$ cat src/rtl/cdad_pkg.sv
// Shared types, constants and calendar functions for the date keeper.
package cdad_pkg;

  // Request kinds carried in req_type.
  localparam logic REQ_LOAD = 1'b0;
  localparam logic REQ_ADD  = 1'b1;

  // Calendar constants.
  localparam int unsigned MONTHS_PER_YEAR = 12;
  localparam int unsigned FEB_LEAP_DAYS   = 29;
  localparam int unsigned CENTURY         = 100;
  localparam int unsigned LEAP_CYCLE      = 400;

  // Field widths.
  localparam int unsigned YEAR_W  = 16;
  localparam int unsigned MONTH_W = 4;
  localparam int unsigned DAY_W   = 5;
  localparam int unsigned INC_W   = 16;
  localparam int unsigned REM_W   = 9;   // holds 0..399

  // Year / 400 is taken as (year / 16) / 25; the division by 25 multiplies by
  // 2^17 / 25 rounded up, which is exact for every 12-bit dividend.
  localparam int unsigned DIV16_SHIFT = 4;
  localparam int unsigned RECIP_25    = 5243;
  localparam int unsigned RECIP_SHIFT = 17;
  localparam int unsigned PROD_W      = 25;
  localparam int unsigned QUOT_W      = 8;   // the quotient is at most 163

  localparam logic [YEAR_W-1:0] YEAR_MAX = '1;

  typedef enum logic [1:0] {
    ST_IDLE,
    ST_LOAD,
    ST_ADD,
    ST_DONE
  } cdad_state_e;

  // Leap test from the two low year bits and the year modulo 400.
  function automatic logic is_leap(input logic [1:0] year_lo, input logic [REM_W-1:0] r400);
    logic century;
    century = (r400 == REM_W'(CENTURY)) || (r400 == REM_W'(2 * CENTURY)) ||
              (r400 == REM_W'(3 * CENTURY));
    return (year_lo == 2'd0) && !century;
  endfunction

  // Month length; an invalid month gives zero so that no day fits.
  function automatic logic [DAY_W-1:0] month_days(input logic [MONTH_W-1:0] month,
                                                  input logic leap);
    logic [DAY_W-1:0] len;
    case (month)
      4'd1, 4'd3, 4'd5, 4'd7, 4'd8, 4'd10, 4'd12: len = 5'd31;
      4'd4, 4'd6, 4'd9, 4'd11:                      len = 5'd30;
      4'd2:    len = leap ? DAY_W'(FEB_LEAP_DAYS) : 5'd28;
      default: len = '0;
    endcase
    return len;
  endfunction

endpackage

$ cat src/rtl/cdad_if.sv
// Request and response channel interfaces of the date keeper.
interface cdad_req_if;
  logic        valid;
  logic        ready;
  logic        req_type;
  logic [15:0] new_year;
  logic [3:0]  new_month;
  logic [4:0]  new_day;
  logic [15:0] day_increment;

  modport source (output valid, req_type, new_year, new_month, new_day, day_increment,
                  input ready);
  modport sink (input valid, req_type, new_year, new_month, new_day, day_increment,
                output ready);
endinterface

interface cdad_rsp_if;
  logic        valid;
  logic        ready;
  logic [15:0] cur_year;
  logic [3:0]  cur_month;
  logic [4:0]  cur_day;
  logic        load_error;
  logic        year_wrapped;

  modport source (output valid, cur_year, cur_month, cur_day, load_error, year_wrapped,
                  input ready);
  modport sink (input valid, cur_year, cur_month, cur_day, load_error, year_wrapped,
                output ready);
endinterface

$ cat src/rtl/cdad_rem_unit.sv
// Two-stage unit that reduces a year modulo 400 by reciprocal multiplication.
module cdad_rem_unit (
  input  logic                            clk_i,
  input  logic                            rst_ni,
  input  logic                            start_i,
  input  logic [cdad_pkg::YEAR_W-1:0]     year_i,
  output logic                            done_o,
  output logic [cdad_pkg::REM_W-1:0]      rem_o
);

  logic                              stage_q;
  logic                              done_q;
  logic [cdad_pkg::YEAR_W-1:0]       year_q;
  logic [cdad_pkg::QUOT_W-1:0]       quot_q, quot_d;
  logic [cdad_pkg::REM_W-1:0]        rem_q, rem_d;
  logic [cdad_pkg::PROD_W-1:0]       prod;
  logic [cdad_pkg::YEAR_W-1:0]       back;

  // First stage: the quotient by 400, dividing by 16 with a shift and by 25 with a multiply.
  assign prod   = cdad_pkg::PROD_W'(year_i[cdad_pkg::YEAR_W-1:cdad_pkg::DIV16_SHIFT]) *
                  cdad_pkg::PROD_W'(cdad_pkg::RECIP_25);
  assign quot_d = prod[cdad_pkg::PROD_W-1:cdad_pkg::RECIP_SHIFT];

  // Second stage: take the quotient times 400 back off the year.
  assign back  = cdad_pkg::YEAR_W'(quot_q) * cdad_pkg::YEAR_W'(cdad_pkg::LEAP_CYCLE);
  assign rem_d = cdad_pkg::REM_W'(year_q - back);

  always_ff @(posedge clk_i or negedge rst_ni) begin
    if (!rst_ni) begin
      stage_q <= 1'b0;
      done_q  <= 1'b0;
    end else begin
      stage_q <= start_i;
      done_q  <= stage_q;
    end
  end

  always_ff @(posedge clk_i) begin
    if (start_i) begin
      year_q <= year_i;
      quot_q <= quot_d;
    end
    if (stage_q) begin
      rem_q <= rem_d;
    end
  end

  assign done_o = done_q;
  assign rem_o  = rem_q;

endmodule

$ cat src/rtl/calendar_date_add_days.sv
// Gregorian date keeper: a load request sets the date after a validity check,
// and an add request advances it by a day count, one month per cycle. An add
// steps across each month boundary in its way and then writes the response;
// a load passes the year through the pipelined modulo-400 unit that feeds the
// leap test, checks the date and then writes the response. One request is
// worked on at a time; the finished response sits in an output register, and
// the block takes the next request while that response waits to be taken. A
// response still waiting there holds the next one back in its final cycle
// until it is taken.
module calendar_date_add_days (
  input  logic       clk_i,
  input  logic       rst_ni,
  cdad_req_if.sink   req_i,
  cdad_rsp_if.source rsp_o
);

  cdad_pkg::cdad_state_e state_q, state_d;

  // Architectural date, plus the year modulo 400 for the leap test.
  logic [cdad_pkg::YEAR_W-1:0]  year_q, year_d;
  logic [cdad_pkg::MONTH_W-1:0] month_q, month_d;
  logic [cdad_pkg::DAY_W-1:0]   day_q, day_d;
  logic [cdad_pkg::REM_W-1:0]   r400_q, r400_d;

  // Latched request fields and the running day count.
  logic [cdad_pkg::YEAR_W-1:0]  ld_year_q, ld_year_d;
  logic [cdad_pkg::MONTH_W-1:0] ld_month_q, ld_month_d;
  logic [cdad_pkg::DAY_W-1:0]   ld_day_q, ld_day_d;
  logic [cdad_pkg::INC_W-1:0]   inc_q, inc_d;
  logic                         err_q, err_d;
  logic                         wrap_q, wrap_d;

  // Response register.
  logic                         out_valid_q, out_valid_d;
  logic [cdad_pkg::YEAR_W-1:0]  out_year_q, out_year_d;
  logic [cdad_pkg::MONTH_W-1:0] out_month_q, out_month_d;
  logic [cdad_pkg::DAY_W-1:0]   out_day_q, out_day_d;
  logic                         out_err_q, out_err_d;
  logic                         out_wrap_q, out_wrap_d;

  logic                         req_accept;
  logic                         rem_start;
  logic                         rem_done;
  logic [cdad_pkg::REM_W-1:0]   rem_val;

  logic [cdad_pkg::DAY_W-1:0]   cur_len;
  logic [cdad_pkg::DAY_W-1:0]   ld_len;
  logic [cdad_pkg::INC_W:0]     day_sum;
  logic                         ld_ok;

  assign req_i.ready = (state_q == cdad_pkg::ST_IDLE);
  assign req_accept  = req_i.valid && req_i.ready;
  assign rem_start   = req_accept && (req_i.req_type == cdad_pkg::REQ_LOAD);

  cdad_rem_unit u_rem (
    .clk_i   (clk_i),
    .rst_ni  (rst_ni),
    .start_i (rem_start),
    .year_i  (req_i.new_year),
    .done_o  (rem_done),
    .rem_o   (rem_val)
  );

  // Month length of the current date and of the date being loaded.
  assign cur_len = cdad_pkg::month_days(month_q, cdad_pkg::is_leap(year_q[1:0], r400_q));
  assign ld_len  = cdad_pkg::month_days(ld_month_q,
                                        cdad_pkg::is_leap(ld_year_q[1:0], rem_val));
  assign ld_ok   = (ld_day_q != '0) && (ld_day_q <= ld_len);
  assign day_sum = (cdad_pkg::INC_W+1)'(day_q) + (cdad_pkg::INC_W+1)'(inc_q);

  // Sequencer: dispatch, load check, month stepping and response write.
  always_comb begin
    state_d     = state_q;
    year_d      = year_q;
    month_d     = month_q;
    day_d       = day_q;
    r400_d      = r400_q;
    ld_year_d   = ld_year_q;
    ld_month_d  = ld_month_q;
    ld_day_d    = ld_day_q;
    inc_d       = inc_q;
    err_d       = err_q;
    wrap_d      = wrap_q;
    out_valid_d = out_valid_q && !rsp_o.ready;
    out_year_d  = out_year_q;
    out_month_d = out_month_q;
    out_day_d   = out_day_q;
    out_err_d   = out_err_q;
    out_wrap_d  = out_wrap_q;

    case (state_q)
      cdad_pkg::ST_IDLE: begin
        if (req_accept) begin
          ld_year_d  = req_i.new_year;
          ld_month_d = req_i.new_month;
          ld_day_d   = req_i.new_day;
          inc_d      = req_i.day_increment;
          err_d      = 1'b0;
          wrap_d     = 1'b0;
          state_d    = (req_i.req_type == cdad_pkg::REQ_LOAD) ? cdad_pkg::ST_LOAD
                                                               : cdad_pkg::ST_ADD;
        end
      end
      cdad_pkg::ST_LOAD: begin
        if (rem_done) begin
          if (ld_ok) begin
            year_d  = ld_year_q;
            month_d = ld_month_q;
            day_d   = ld_day_q;
            r400_d  = rem_val;
          end else begin
            err_d = 1'b1;
          end
          state_d = cdad_pkg::ST_DONE;
        end
      end
      cdad_pkg::ST_ADD: begin
        if (day_sum > (cdad_pkg::INC_W+1)'(cur_len)) begin
          // Spend the rest of this month and move to the first of the next.
          inc_d = cdad_pkg::INC_W'(day_sum - (cdad_pkg::INC_W+1)'(cur_len) -
                                   (cdad_pkg::INC_W+1)'(1));
          day_d = cdad_pkg::DAY_W'(1);
          if (month_q == cdad_pkg::MONTH_W'(cdad_pkg::MONTHS_PER_YEAR)) begin
            month_d = cdad_pkg::MONTH_W'(1);
            if (year_q == cdad_pkg::YEAR_MAX) begin
              year_d = '0;
              r400_d = '0;
              wrap_d = 1'b1;
            end else begin
              year_d = year_q + 1'b1;
              if (r400_q == cdad_pkg::REM_W'(cdad_pkg::LEAP_CYCLE - 1)) begin
                r400_d = '0;
              end else begin
                r400_d = r400_q + 1'b1;
              end
            end
          end else begin
            month_d = month_q + 1'b1;
          end
        end else begin
          day_d   = cdad_pkg::DAY_W'(day_sum);
          state_d = cdad_pkg::ST_DONE;
        end
      end
      cdad_pkg::ST_DONE: begin
        if (!out_valid_q || rsp_o.ready) begin
          out_valid_d = 1'b1;
          out_year_d  = year_q;
          out_month_d = month_q;
          out_day_d   = day_q;
          out_err_d   = err_q;
          out_wrap_d  = wrap_q;
          state_d     = cdad_pkg::ST_IDLE;
        end
      end
      default: state_d = cdad_pkg::ST_IDLE;
    endcase
  end

  always_ff @(posedge clk_i or negedge rst_ni) begin
    if (!rst_ni) begin
      state_q     <= cdad_pkg::ST_IDLE;
      year_q      <= '0;
      month_q     <= cdad_pkg::MONTH_W'(1);
      day_q       <= cdad_pkg::DAY_W'(1);
      r400_q      <= '0;
      out_valid_q <= 1'b0;
    end else begin
      state_q     <= state_d;
      year_q      <= year_d;
      month_q     <= month_d;
      day_q       <= day_d;
      r400_q      <= r400_d;
      out_valid_q <= out_valid_d;
    end
  end

  always_ff @(posedge clk_i) begin
    ld_year_q   <= ld_year_d;
    ld_month_q  <= ld_month_d;
    ld_day_q    <= ld_day_d;
    inc_q       <= inc_d;
    err_q       <= err_d;
    wrap_q      <= wrap_d;
    out_year_q  <= out_year_d;
    out_month_q <= out_month_d;
    out_day_q   <= out_day_d;
    out_err_q   <= out_err_d;
    out_wrap_q  <= out_wrap_d;
  end

  assign rsp_o.valid        = out_valid_q;
  assign rsp_o.cur_year     = out_year_q;
  assign rsp_o.cur_month    = out_month_q;
  assign rsp_o.cur_day      = out_day_q;
  assign rsp_o.load_error   = out_err_q;
  assign rsp_o.year_wrapped = out_wrap_q;

endmodule

$ cat src/flat_wrapper.sv
// flat-port wrapper written by rule: the top's interface ports become plain ports
module calendar_date_add_days_flat 
  (clk_i, rst_ni, req_i_valid, req_i_req_type, req_i_new_year, req_i_new_month, req_i_new_day, req_i_day_increment, req_i_ready, rsp_o_valid, rsp_o_cur_year, rsp_o_cur_month, rsp_o_cur_day, rsp_o_load_error, rsp_o_year_wrapped, rsp_o_ready);
  cdad_req_if req_i_i ();
  cdad_rsp_if rsp_o_i ();
  input  logic clk_i;
  input  logic rst_ni;
  input wire logic [$bits(req_i_i.valid)-1:0] req_i_valid;
  input wire logic [$bits(req_i_i.req_type)-1:0] req_i_req_type;
  input wire logic [$bits(req_i_i.new_year)-1:0] req_i_new_year;
  input wire logic [$bits(req_i_i.new_month)-1:0] req_i_new_month;
  input wire logic [$bits(req_i_i.new_day)-1:0] req_i_new_day;
  input wire logic [$bits(req_i_i.day_increment)-1:0] req_i_day_increment;
  output wire logic [$bits(req_i_i.ready)-1:0] req_i_ready;
  output wire logic [$bits(rsp_o_i.valid)-1:0] rsp_o_valid;
  output wire logic [$bits(rsp_o_i.cur_year)-1:0] rsp_o_cur_year;
  output wire logic [$bits(rsp_o_i.cur_month)-1:0] rsp_o_cur_month;
  output wire logic [$bits(rsp_o_i.cur_day)-1:0] rsp_o_cur_day;
  output wire logic [$bits(rsp_o_i.load_error)-1:0] rsp_o_load_error;
  output wire logic [$bits(rsp_o_i.year_wrapped)-1:0] rsp_o_year_wrapped;
  input wire logic [$bits(rsp_o_i.ready)-1:0] rsp_o_ready;
  assign req_i_i.valid = req_i_valid;
  assign req_i_i.req_type = req_i_req_type;
  assign req_i_i.new_year = req_i_new_year;
  assign req_i_i.new_month = req_i_new_month;
  assign req_i_i.new_day = req_i_new_day;
  assign req_i_i.day_increment = req_i_day_increment;
  assign req_i_ready = req_i_i.ready;
  assign rsp_o_valid = rsp_o_i.valid;
  assign rsp_o_cur_year = rsp_o_i.cur_year;
  assign rsp_o_cur_month = rsp_o_i.cur_month;
  assign rsp_o_cur_day = rsp_o_i.cur_day;
  assign rsp_o_load_error = rsp_o_i.load_error;
  assign rsp_o_year_wrapped = rsp_o_i.year_wrapped;
  assign rsp_o_i.ready = rsp_o_ready;
  calendar_date_add_days u_core (.clk_i(clk_i), .rst_ni(rst_ni), .req_i(req_i_i), .rsp_o(rsp_o_i));
endmodule
$ cat config.mk
export PLATFORM = sky130hd
export DESIGN_NAME = calendar_date_add_days_flat
export DESIGN_NICKNAME = d
export VERILOG_FILES = /design/src/rtl/cdad_pkg.sv /design/src/rtl/cdad_if.sv /design/src/rtl/cdad_rem_unit.sv /design/src/rtl/calendar_date_add_days.sv /design/src/flat_wrapper.sv
export SDC_FILE = /design/constraint.sdc
export NUM_CORES = 1
export LEC_CHECK = 0
export BUFFER_PORTS_ARGS = -buffer_cell sky130_fd_sc_hd__buf_2
export CELL_PAD_IN_SITES_DETAIL_PLACEMENT = 1
export CELL_PAD_IN_SITES_GLOBAL_PLACEMENT = 2
export CORE_MARGIN = 8
export CORE_UTILIZATION = 44
export CTS_CLUSTER_DIAMETER = 30
export CTS_CLUSTER_SIZE = 25
export DETAILED_ROUTE_END_ITERATION = 12
export PLACE_DENSITY_LB_ADDON = 0.1
export SLEW_MARGIN = 20
export SYNTH_ARGS = -nofsm -noshare
export SYNTH_HDL_FRONTEND = slang
export SYNTH_SLANG_ARGS = --single-unit
$ cat constraint.sdc
create_clock -name clk_i -period 10.87 [get_ports clk_i]
set_input_delay 1.6305 -clock clk_i [delete_from_list [all_inputs] [get_ports clk_i]]
set_output_delay 1.6305 -clock clk_i [all_outputs]
set_load 0.1 [all_outputs]
# After elaboration in Yosys (flattened, before gate mapping)
# Index checks and enable logic that the tools add are counted.
word_totals:
  regBits: 135
  inputBits: 46
  out_inout_bits: 29
  elab_cells: 158
classes:
  add_sub_neg: 7
  multipliers: 2
  n_lt_le_gt_ge: 2
  eq_ne: 44
  muxes: 45
  bitwise_logic: 1
  n_reduce_logical: 35
op_table:
  columns: ["cell", "count"]
  rows:
  - ["$mux W16", 7]
  - ["$pmux W16 S2", 2]
  - ["$mux W9", 6]
  - ["$eq A4 B4 Y1 const B", 10]
  - ["$eq A4 B3 Y1 const B", 8]
  - ["$pmux W5 S3", 2]
  - ["$eq A9 B9 Y1 const B", 3]
  - ["$mul A12 B13 Y25 const B", 1]
  - ["$eq A9 B7 Y1 const B", 2]
  - ["$eq A9 B8 Y1 const B", 2]
  - ["$pmux W9 S2", 1]
  - ["$add A5 B16 Y17", 1]
  - ["$gt A17 B5 Y1", 1]
  - ["$add A16 B1 Y16 const B", 1]
  - ["$eq A16 B16 Y1 const B", 1]
  - ["$eq A4 B2 Y1 const B", 4]
  - ["$mux W4", 4]
  - ["$sub A16 B1 Y16 const B", 1]
  - ["$sub A16 B5 Y16", 1]
  - ["$mux W5", 3]
  - ["$reduce_or A7 Y1", 2]
  - ["$reduce_and A4 Y1", 3]
  - ["$mux W1", 10]
  - ["$mux W2", 5]
  - ["25 further kinds", 55]

# Depth between registers and ports, before layout
# Gate-level depths: netlist of the first run.
logic_depth:
  depth_word: 12
  mapped_depth: 20
  mapped_depth_nobuf: 20

# By module
# A second synthesis of the first run with hierarchy kept.
unflattened:
  hier_cells: 939
  hier_area_um2: 9810.7
by_module_without_submodules:
  columns: ["module", "n_inst", "cells_per_inst", "area_per_inst_um2", "seq_area_each_um2"]
  rows:
  - ["calendar_date_add_days", 1, 622, 6339.8, 3030.4]
  - ["cdad_rem_unit", 1, 317, 3470.8, 740.7]

# Worst setup path after synthesis of the first run
# No wires, ideal clock.
synth_path:
  path_kind: "input to register"
  startpoint: "input port req_i_new_year[13]"
  endpoint: "register u_core.u_rem.quot_q[3] (netlist bit), data pin"
  setup_ps: 258
  arrival_time_ps: 5797
  required_ps: 10612
  path_slack_ps: 4815
  stages: 17
  n_path_buf: 0
  path_cell_list: "fa_1 xor2_1 ha_1 fa_1 fa_1 inv_1 fa_1 inv_1 ha_1 a21o_1 a21oi_1 o22ai_1 or3_1 o221ai_1 nand2b_1 a21oi_1 xnor2_1"
synth_between:
  elab_chain_len: 1
synth_rtl:
  columns: ["item", "line_no", "text"]
  rows:
  - ["start: declaration", "flat_wrapper.sv:10", "input wire logic [$bits(req_i_i.new_year)-1:0] req_i_new_year;"]
  - ["$mul A12 B13 Y25", "cdad_rem_unit.sv:20", "assign prod = cdad_pkg::PROD_W'(year_i[cdad_pkg::YEAR_W-1:cdad_pkg::DIV16_SHIFT]) *"]
  - ["via u_core.u_rem.prod (one bit)", "cdad_rem_unit.sv:16", "logic [cdad_pkg::PROD_W-1:0] prod;"]
  - ["end signal: assignment", "cdad_rem_unit.sv:41", "quot_q <= quot_d;"]
  - ["end: declaration", "cdad_rem_unit.sv:14", "logic [cdad_pkg::QUOT_W-1:0] quot_q, quot_d;"]
# The timed path passes the listed nets, and every way through them passes these cells.
# A chain may end at the register's enable or synchronous reset.

# Worst setup path after layout of the first run
# Ends and elaborated chain as after synthesis.

==> results of run 1 <==
where the power goes:
part           internal (mW)  total (mW)  switching, mW
Sequential             0.785       0.952          0.167
Combinational          0.806        2.20           1.39
Clock                  0.339       0.572          0.232
Total                   1.93        3.72           1.79
layout by cell type, fill, tap and decap left out, drive strengths merged, types with 6 or more instances in the layout:
cell    count
inv       122
nor2       39
edfxtp     93
a21oi      44
xor2        8
o21ai      44
xnor2      31
a21o       14
a211oi      9
fa         44
or3         8
o31a        6
a31oi       7
mux2       15
nand4       9
nor2b      14
o211ai     14
o31ai      12
nor3       19
buf        82
nand2      41
nand3      28
dfrtp      37
ha        108
clkbuf     18
nor4        7
cell type report:
| class | instances | area, µm² |
|---|---|---|
| Clock inverter | 14 | 155 |
| Clock buffer | 18 | 429 |
| Fill cell | 2380 | 10800 |
| Multi-Input combinational cell | 604 | 5190 |
| Tap cell | 280 | 350 |
| Inverter | 120 | 450 |
| Timing Repair Buffer | 82 | 433 |
| Sequential cell | 132 | 3770 |
cells by family (layout without fill, tap and decap cells):
| logic type | count (synthesis) | after routing | share of synthesized area |
|---|---|---|---|
| flip-flops | 132 | 132 | 0.396 |
| XOR/XNOR | 39 | 39 | 0.0359 |
| buffers and inverters | 145 | 234 | 0.0586 |
| AO/OA/AOI/OAI | 191 | 191 | 0.137 |
| adder cells (fa/ha/maj) | 152 | 152 | 0.235 |
| AND/OR/NAND/NOR | 202 | 202 | 0.115 |
| multiplexers | 20 | 20 | 0.0230 |
worst reg2reg max path: cells and delay by family, from the launching register on:
| family | cells | cell delay, ns |
|---|---|---|
| compound gates | 7 | 2.58 |
| fa+ha+maj | 2 | 0.68 |
| flops | 1 | 0.59 |
| mux | 1 | 0.34 |
| buf+inv | 1 | 0.09 |
| simple gates | 2 | 0.54 |
metrics by stage:
step	instance area [µm²]	instances
after floorplan	9520	881
after global placement	10200	1218
after detailed placement	10200	1218
after CTS	10800	1250
after global routing	10800	1250
final	10800	1250
path summary, 6_finish.rpt:
check / from / slack [ns] / endpoint
min in group asynchronous: rst_ni / 1.19 / u_core.month_q[1]
hold / removal: u_core.u_rem.year_q[0] / 0.42 / u_core.u_rem.rem_o[0]
setup / recovery: req_i_new_year[13] / 4.75 / u_core.u_rem.quot_q[3]
setup reg to reg: u_core.month_q[0] / 5.90 / u_core.inc_q[13]
max in group asynchronous: rst_ni / 9.27 / u_core.day_q[0]
hold reg to reg: u_core.u_rem.year_q[0] / 0.42 / u_core.u_rem.rem_o[0]
flip-flops by register name, summed over array words and instances, names as in the netlist, 9 cells and up:
register	cells
u_core.u_rem.rem_o	9
u_core.r400_q	9
u_core.ld_year_q	16
u_core.rsp_o.cur_year	16
u_core.inc_q	16
u_core.year_q	16
u_core.u_rem.year_q	9
layer usage:
metal  vias up  share of wire  routed length [µm]
li1       3316              -                   -
met1      3499           0.45               11300
met2       105           0.49               12200
met3        38          0.035                 873
met4         2          0.022                 541
met5         -        0.00056                  14
==> flow_summary.yaml, run 1 <==
sta:
  setup_tns_ns: 0
  rsz0062_at_grt: "no"
  finalSetupViolations: 0
  finalHoldWorstSlack_ns: 0.420
  setup_slack_ns: 4.75
  fin_crit_sh: 0.563
  hold_viol: 0
  tightest_slew_ns: 0.974
  slew_violations: 0
  slew-limit-headroom: 0.350
  min_period_ns: 6.12
  final.setup_skew_ns: 0.00946
  max_freq_ghz: 0.163
cells_and_area:
  syn2layout_area_growth_pct: 13.3
  antenna_cells: 0
  nets: 1155
  drive_above_1_share: 0.154
  final_util: 0.500
placement:
  place_ws_ns: 4.30
  place_congestion: 0.832
  port_buffers: 74
  hpwlAfterDp_um: 19400
routing:
  wl_per_cell_um: 19.9
  drc: 0
  drtPass1Iterations: 6
  ant_nets: 0
  avgViaCountPerCell: 5.57
  wirelength_um: 24900
  drt_iter0_drc: 318
  via_count: 6960
grt:
  grt_use_met3: 0.0416
  grt_pass1_wl_um: 40300
  grt_pass1_vias: 7596
  grt-ovfl-total: 0
  antenna_found_initial: 1
  grt_use_met1: 0.250
  grt_max_degree: 48
  grtUsageTotal: 0.195
  grtUsageMet2: 0.323
  busiest_layer: "met2"
critical_path:
  path_depth: 18
  critPathRequiredTime_ns: 11.05
  slowest_delay_ns: 0.62
  critPathMaxFanout: 7
  crit_arrival_ns: 6.30
  path_buf_inv: 3
  crit_path_end_kind: "flop"
  worst_path_max_delay_cell: "fa_1"
  cpMostUsedCell: "fa_1"
  startpoint_type: "primary input"
  cp_top_family: "adder cells"
  worstPathCellList: "buf_2, fa_1, xor2_1, ha_1, fa_1, fa_1, inv_1, fa_1, inv_1, ha_1, a21o_1, a21oi_1, o22ai_1, or3_1, o221ai_1, nand2b_1, a21oi_1, xnor2_1"
  reg2reg_depth: 13
  worst-setup-path-type: "primary input to flop"
synthesis:
  synth_area_um2: 9520
  yosys-top-cells-count: "inv_1, ha_1, edfxtp_1"
  ys_ff_latch: 132
  yosysMostFrequentCell: "inv_1"
  syn_inst: 881
  synthTopCellsByArea: "edfxtp_1, ha_1, dfrtp_1"
  yosysTopAreaCell: "edfxtp_1"
  avgSynthCellArea_um2: 10.8
  yosysSeqAreaShare: 0.396
  synth_fp_nets: 1079
  yosys_warnings: 0
  synth_top_cell_area_share: 0.293
  ys.flop_type: "edfxtp_1"
  ys_types: 78
  synth_edf_count: 93
  synthArstFlopShare: 0.295
clock_network:
  cts_tree: "done"
  cts_buffers: 17
  post_cts_buffers: 0
  clkTransAtPathRegs_ns: 0.06
  clockBufferDepth: 2
  cts_hold_buf: 0
  htreeDepth: 4
  cts_resized: 0
  clk_latency_ns: 0.43
  cts_root_buffer: "clkbuf_16"
  cts.sinks: 132
floorplanning:
  initial_core_util: 0.441
  rows: 54
  die_area_um2: 26600
  die_h_um: 163
  io_pins: 75
  die_w_um: 163
  core_area_um2: 21600
job:
  drv_cap: 0
power:
  ir_drop_mv: 0.196
  p_leak_nw: 4.61
  power_density_nw_per_um2: 345
  total_power_mw: 3.72
status:
  outcome: "completed"
worst_hold_path:
  hold_path_class: "flop to flop"
  holdPathStages: 0
(Power assumes the default switching activity.)
==> run 2: changes to the inputs <==
- CORE_UTILIZATION: 44 -> 37
- clock period: 10.87 -> 5.3 ns (I/O delays scaled with it)
==> run 2 against run 1 <==
Sequential power rose by 100%; clock power increased by 120%; flip-flop and latch count is the same; global-route usage fell by 2.6 points; total power grew 110%; cell count increased by 6.4%; sequential share of layout area fell by 1.0 points; utilization shrank 6.0 points; critical path depth unchanged; non-clock buffer count increased by 30; clock skew rose by 0.0022 ns; via count is 0.45% higher; critical path type unchanged; highest routed layer is now met4.
==> flow_summary.yaml, run 2 (same netlist as run 1, synthesis figures left out) <==
grt:
  grt-ovfl-total: 0
  grt_pass1_wl_um: 41500
  grt_pass1_vias: 7736
  grt_max_degree: 40
  antenna_found_initial: 0
  grtUsageTotal: 0.168
cells_and_area:
  final_common_cell: "inv_1"
  seq_area_um2: 3770
  fin_area_um2: 11100
  antenna_cells: 0
  nets: 1185
  drive_above_1_share: 0.182
  syn2layout_area_growth_pct: 16.7
  mostFrequentLayoutCells: "inv_1, ha_1, edfxtp_1, buf_2, fa_1"
  multi_input_area_um2: 5200
  fillers: 2793
placement:
  hpwlAfterDp_um: 19900
  dpl_cell_area_um2: 10500
  place_ws_ns: -0.331
  place_congestion: 0.812
  port_buffers: 74
routing:
  avgViaCountPerCell: 5.26
  drt_iter0_drc: 315
  drc: 0
  drtPass1Iterations: 4
  ant_nets: 0
  wl_per_cell_um: 19.0
  wirelength_um: 25300
  via_count: 6991
power:
  ir_drop_mv: 0.357
  p_leak_nw: 4.78
  power_density_nw_per_um2: 699
worst_hold_path:
  holdPathStages: 0
  worstHoldStart: "u_core.u_rem.year_q[0]"
  worstHoldEndpoint: "u_core.u_rem.rem_o[0]"
  hold_path_class: "flop to flop"
sta:
  setup_tns_ns: 0
  fin_crit_sh: 0.956
  tightest_slew_ns: 1.01
  final.setup_skew_ns: 0.0116
  finalHoldWorstSlack_ns: 0.420
  setup_slack_ns: 0.235
  hold_viol: 0
  finalSetupViolations: 0
  slew-limit-headroom: 0.329
  slew_violations: 0
  min_period_ns: 5.07
  max_freq_ghz: 0.197
  rsz0062_at_grt: "no"
clock_network:
  cts.sinks: 132
  cts_tree: "done"
  clockBufferDepth: 2
  clk_latency_ns: 0.43
  cts_root_buffer: "clkbuf_16"
  post_cts_buffers: 0
  clkTransAtPathRegs_ns: 0.06
  htreeDepth: 4
  cts_buffers: 17
critical_path:
  reg2reg_depth: 14
  r2r_setup_slack_ns: 0.68
  crit_path_end_kind: "flop"
  startpoint_type: "primary input"
  timing.rr.start: "u_core.month_q[0]"
  worst-setup-path-type: "primary input to flop"
  crit_arrival_ns: 5.24
  worstReg2RegEnd: "u_core.inc_q[13]"
  critPathMaxFanout: 6
  critPathRequiredTime_ns: 5.48
floorplanning:
  io_pins: 75
  rows: 58
  die_w_um: 176
  die_area_um2: 31100
  initial_core_util: 0.377
  die_h_um: 176
  core_area_um2: 25300
status:
  outcome: "completed"
job:
  drv_cap: 0
-- run 2: cell count changes in the layout (fill, tap and decap cells not counted), sizes merged --
cell	before	now
clkinv	5	7
clkinvlp	5	2
bufinv	2	3
buf	82	112
-- run 2: final cells by class --
type | count | area share
multi-input combinational | 604 | 0.469
sequential | 132 | 0.340
timing repair buffer | 112 | 0.0590
inverter | 120 | 0.0406
clock buffer | 18 | 0.0386
tap | 330 | 0.0372
clock inverter | 14 | 0.0162
-- run 2: power by group --
group | total [mW] | switching [mW] | internal, mW
clock network | 1.23 | 0.481 | 0.746
logic | 4.58 | 2.87 | 1.72
registers | 1.95 | 0.342 | 1.61
total | 7.76 | 3.69 | 4.07
-- run 2: how the worst max path moves through the flow --
stage | start | end | slack [ns] | cells after the start
final | req_i_new_year[13] | u_core.u_rem.quot_q[3] | 0.23 | 18
after global routing | req_i_new_year[7] | u_core.u_rem.quot_q[3] | 0.05 | 20
after CTS | req_i_new_year[7] | u_core.u_rem.quot_q[4] | 0.11 | 20
after detailed placement | req_i_new_year[13] | u_core.u_rem.quot_q[3] | -0.33 | 18
after global placement | req_i_new_year[13] | u_core.u_rem.quot_q[3] | -0.22 | 18
after floorplan | req_i_new_year[13] | u_core.u_rem.quot_q[3] | 0.08 | 17
-- run 2: critical path, stage by stage --
cell and delay, ns:
buf_2 0.14, buf_4 0.16, ha_1 0.34, fa_1 0.48
fa_1 0.52, fa_1 0.55, inv_1 0.05, fa_1 0.53
inv_1 0.04, ha_1 0.32, a21o_1 0.16, a21oi_1 0.13
o22ai_1 0.11, or3_1 0.33, o221ai_2 0.20, nand2b_1 0.13
a21oi_2 0.16, xnor2_1 0.07
-- run 2: timing repair --
action / in CTS / in global routing
endpoints found under the hold margin: 0 / 0
resized for setup: 0 / 4
hold buffers: 0 / 0
setup endpoints to repair: 0 / 3
-- run 2: metrics by stage --
step                std cells   util  power (mW)
floorplan                 881      -        5.34
global placement         1298  0.415        6.41
detailed placement       1298  0.415        6.56
CTS                      1330  0.439        7.83
global route             1330  0.440        8.41
finish                   1330  0.440        7.76
-- run 2: metal layers --
| metal | track usage | wire length (µm) |
|---|---|---|
| met5 | 0 | 0 |
| met3 | 0.0265 | 795 |
| met2 | 0.278 | 12200 |
| met4 | 0.0529 | 266 |
| met1 | 0.224 | 12000 |
==> run 3: changes to the inputs <==
- CORE_MARGIN: 8 -> not set
- SYNTH_HIERARCHICAL: not set -> 1
==> run 3 against run 2 <==
Worst setup slack better by 0.18 ns; sequential share of layout area is 0.40 points lower; cell count is 3.2% higher; clock skew is 0.0067 ns higher; clock-buffer cell count is 1 higher; die area is 13% lower; wire length is 5.7% higher; maximum frequency is 3.7% higher; via count is 3.6% higher; area after synthesis is 3.1% higher.
==> flow_summary.yaml, run 3 <==
status:
  outcome: "completed"
sta:
  tightest_slew_ns: 1.06
  final.setup_skew_ns: 0.0183
  slew_violations: 0
  hold_viol: 0
  max_freq_ghz: 0.205
  slew-limit-headroom: 0.287
  setup_slack_ns: 0.416
  min_period_ns: 4.88
  rsz0062_at_grt: "no"
  finalSetupViolations: 0
  fin_crit_sh: 0.922
  setup_tns_ns: 0
grt:
  grt_max_degree: 40
  antenna_found_initial: 0
  grt_pass1_wl_um: 43000
  grt_pass1_vias: 7562
  grt-ovfl-total: 0
  grtUsageTotal: 0.210
synthesis:
  ys_types: 80
  yosys.area_share.xor_xnor: 0.0402
  yosys_warnings: 6
  yosysMostFrequentCell: "inv_1"
  synth_edf_count: 93
  syn_inst: 939
  ys_ff_latch: 132
  yosysSeqAreaShare: 0.384
  synthArstFlopShare: 0.295
  ys.flop_type: "edfxtp_1"
  synth-compound-area-share: 0.144
  yosys.area_share.adder: 0.225
  synthMuxAreaShare: 0.0259
  yosys.area_share.simple: 0.117
  yosys-top-cells-count: "inv_1, ha_1, edfxtp_1"
  yosysTopAreaCell: "edfxtp_1"
  synth_fp_nets: 1135
  synth_top_cell_area_share: 0.285
  synth_area_um2: 9810
  synthTopCellsByArea: "edfxtp_1, ha_1, dfrtp_1"
  avgSynthCellArea_um2: 10.4
  synth_top_family_by_area: "adder cells"
clock_network:
  cts_tree: "done"
  cts_root_buffer: "clkbuf_16"
  clockBufferDepth: 2
  post_cts_buffers: 0
  cts_resized: 0
  cts_buffers: 17
  htreeDepth: 4
  cts.sinks: 132
  clk_latency_ns: 0.43
  cts_hold_buf: 0
  clkTransAtPathRegs_ns: 0.06
cells_and_area:
  syn2layout_area_growth_pct: 14.6
  antenna_cells: 0
  mostFrequentLayoutCells: "inv_1, ha_1, edfxtp_1, buf_2, o21ai_0"
  fin_area_um2: 11200
  drive_above_1_share: 0.155
  nets: 1220
  final_common_cell: "inv_1"
  final_util: 0.431
routing:
  via_count: 7240
  avgViaCountPerCell: 5.28
  ant_nets: 0
  drtPass1Iterations: 5
  wirelength_um: 26700
  drt_iter0_drc: 292
  drc: 0
  wl_per_cell_um: 19.5
critical_path:
  reg2reg_depth: 16
  startpoint_type: "primary input"
  timing.rr.start: "u_core/day_q[0]"
  critPathRequiredTime_ns: 5.47
  worstReg2RegEnd: "u_core/r400_q[5]"
  crit_arrival_ns: 5.05
  critPathMaxFanout: 3
  worst-setup-path-type: "primary input to flop"
  cp-startpoint: "req_i_new_year[13]"
  r2r_setup_slack_ns: 0.76
  crit_path_end_kind: "flop"
  cp-endpoint: "u_core/u_rem/quot_q[4]"
floorplanning:
  die_area_um2: 27200
  initial_core_util: 0.376
  die_w_um: 165
  io_pins: 75
  die_h_um: 165
  core_area_um2: 26100
  rows: 59
job:
  drv_cap: 0
placement:
  place_congestion: 0.863
  port_buffers: 74
  place_ws_ns: -0.00536
  dpl_cell_area_um2: 10600
  hpwlAfterDp_um: 20300
power:
  ir_drop_mv: 0.309
  power_density_nw_per_um2: 717
  p_leak_nw: 4.88
worst_hold_path:
  hold_path_class: "flop to flop"
-- run 3: routing by layer --
layer / vias to the layer above / track usage / part of all wire
met4: 0 / 0.0555 / 0.013
met1: 3595 / 0.301 / 0.50
met3: 18 / 0.0259 / 0.022
met5: - / 0 / 0
met2: 91 / 0.335 / 0.47
li1: 3536 / - / -
-- run 3: final cells by class --
| type | count | area (µm²) |
|---|---|---|
| well taps | 335 | 419 |
| repair buffers | 94 | 520 |
| clock inverters | 13 | 174 |
| fillers | 2908 | 14800 |
| multi-input cells | 648 | 5430 |
| inverters | 131 | 492 |
| flip-flops and latches | 132 | 3770 |
| clock buffers | 19 | 433 |
-- run 3: worst min path at each step --
stage                      startpoint                 endpoint  slack, ns  cells after the start
2_1_floorplan            u_core/err_q  u_core/rsp_o.load_error       0.40                      0
3_3_place_gp   u_core/u_rem/year_q[3]    u_core/u_rem/rem_o[3]       0.40                      0
3_5_place_dp   u_core/u_rem/year_q[2]    u_core/u_rem/rem_o[2]       0.41                      0
4_1_cts        u_core/u_rem/year_q[0]    u_core/u_rem/rem_o[0]       0.42                      0
5_1_grt        u_core/u_rem/year_q[2]    u_core/u_rem/rem_o[2]       0.43                      0
6_report       u_core/u_rem/year_q[2]    u_core/u_rem/rem_o[2]       0.42                      0
-- run 3: power breakdown --
| group | internal, mW | total (mW) | switching (mW) |
|---|---|---|---|
| sequential | 1.61 | 1.97 | 0.354 |
| clock | 0.748 | 1.24 | 0.495 |
| combinational | 1.72 | 4.84 | 3.12 |
| total | 4.08 | 8.05 | 3.97 |
-- run 3: kinds of logic (layout without fill, tap and decap cells) --
group / after synthesis / count (layout)
buffers and inverters: 159 / 257
adder cells (fa/ha/maj): 150 / 150
flip-flops: 132 / 132
AND/OR/NAND/NOR: 215 / 215
AO/OA/AOI/OAI: 215 / 215
multiplexers: 23 / 23
XOR/XNOR: 45 / 45
-- run 3: worst max-delay path, cell delays in order --
cell     delay, ns
buf_2         0.13
fa_1          0.60
xor2_1        0.21
ha_1          0.18
a21oi_1       0.05
fa_1          0.50
inv_1         0.06
fa_1          0.53
inv_1         0.06
fa_1          0.53
inv_1         0.05
ha_1          0.31
a21o_2        0.19
a21oi_1       0.23
o21ai_0       0.17
a21oi_2       0.25
a21oi_2       0.09
xnor2_1       0.12
-- run 3: through the flow --
stage | hold WS, ns | power (mW) | std cells
floorplan | 0.400 | 5.60 | 939
global placement | 0.404 | 6.77 | 1340
finish | 0.421 | 8.05 | 1372
global route | 0.429 | 8.76 | 1372
detailed placement | 0.407 | 6.85 | 1340
CTS | 0.420 | 8.14 | 1372
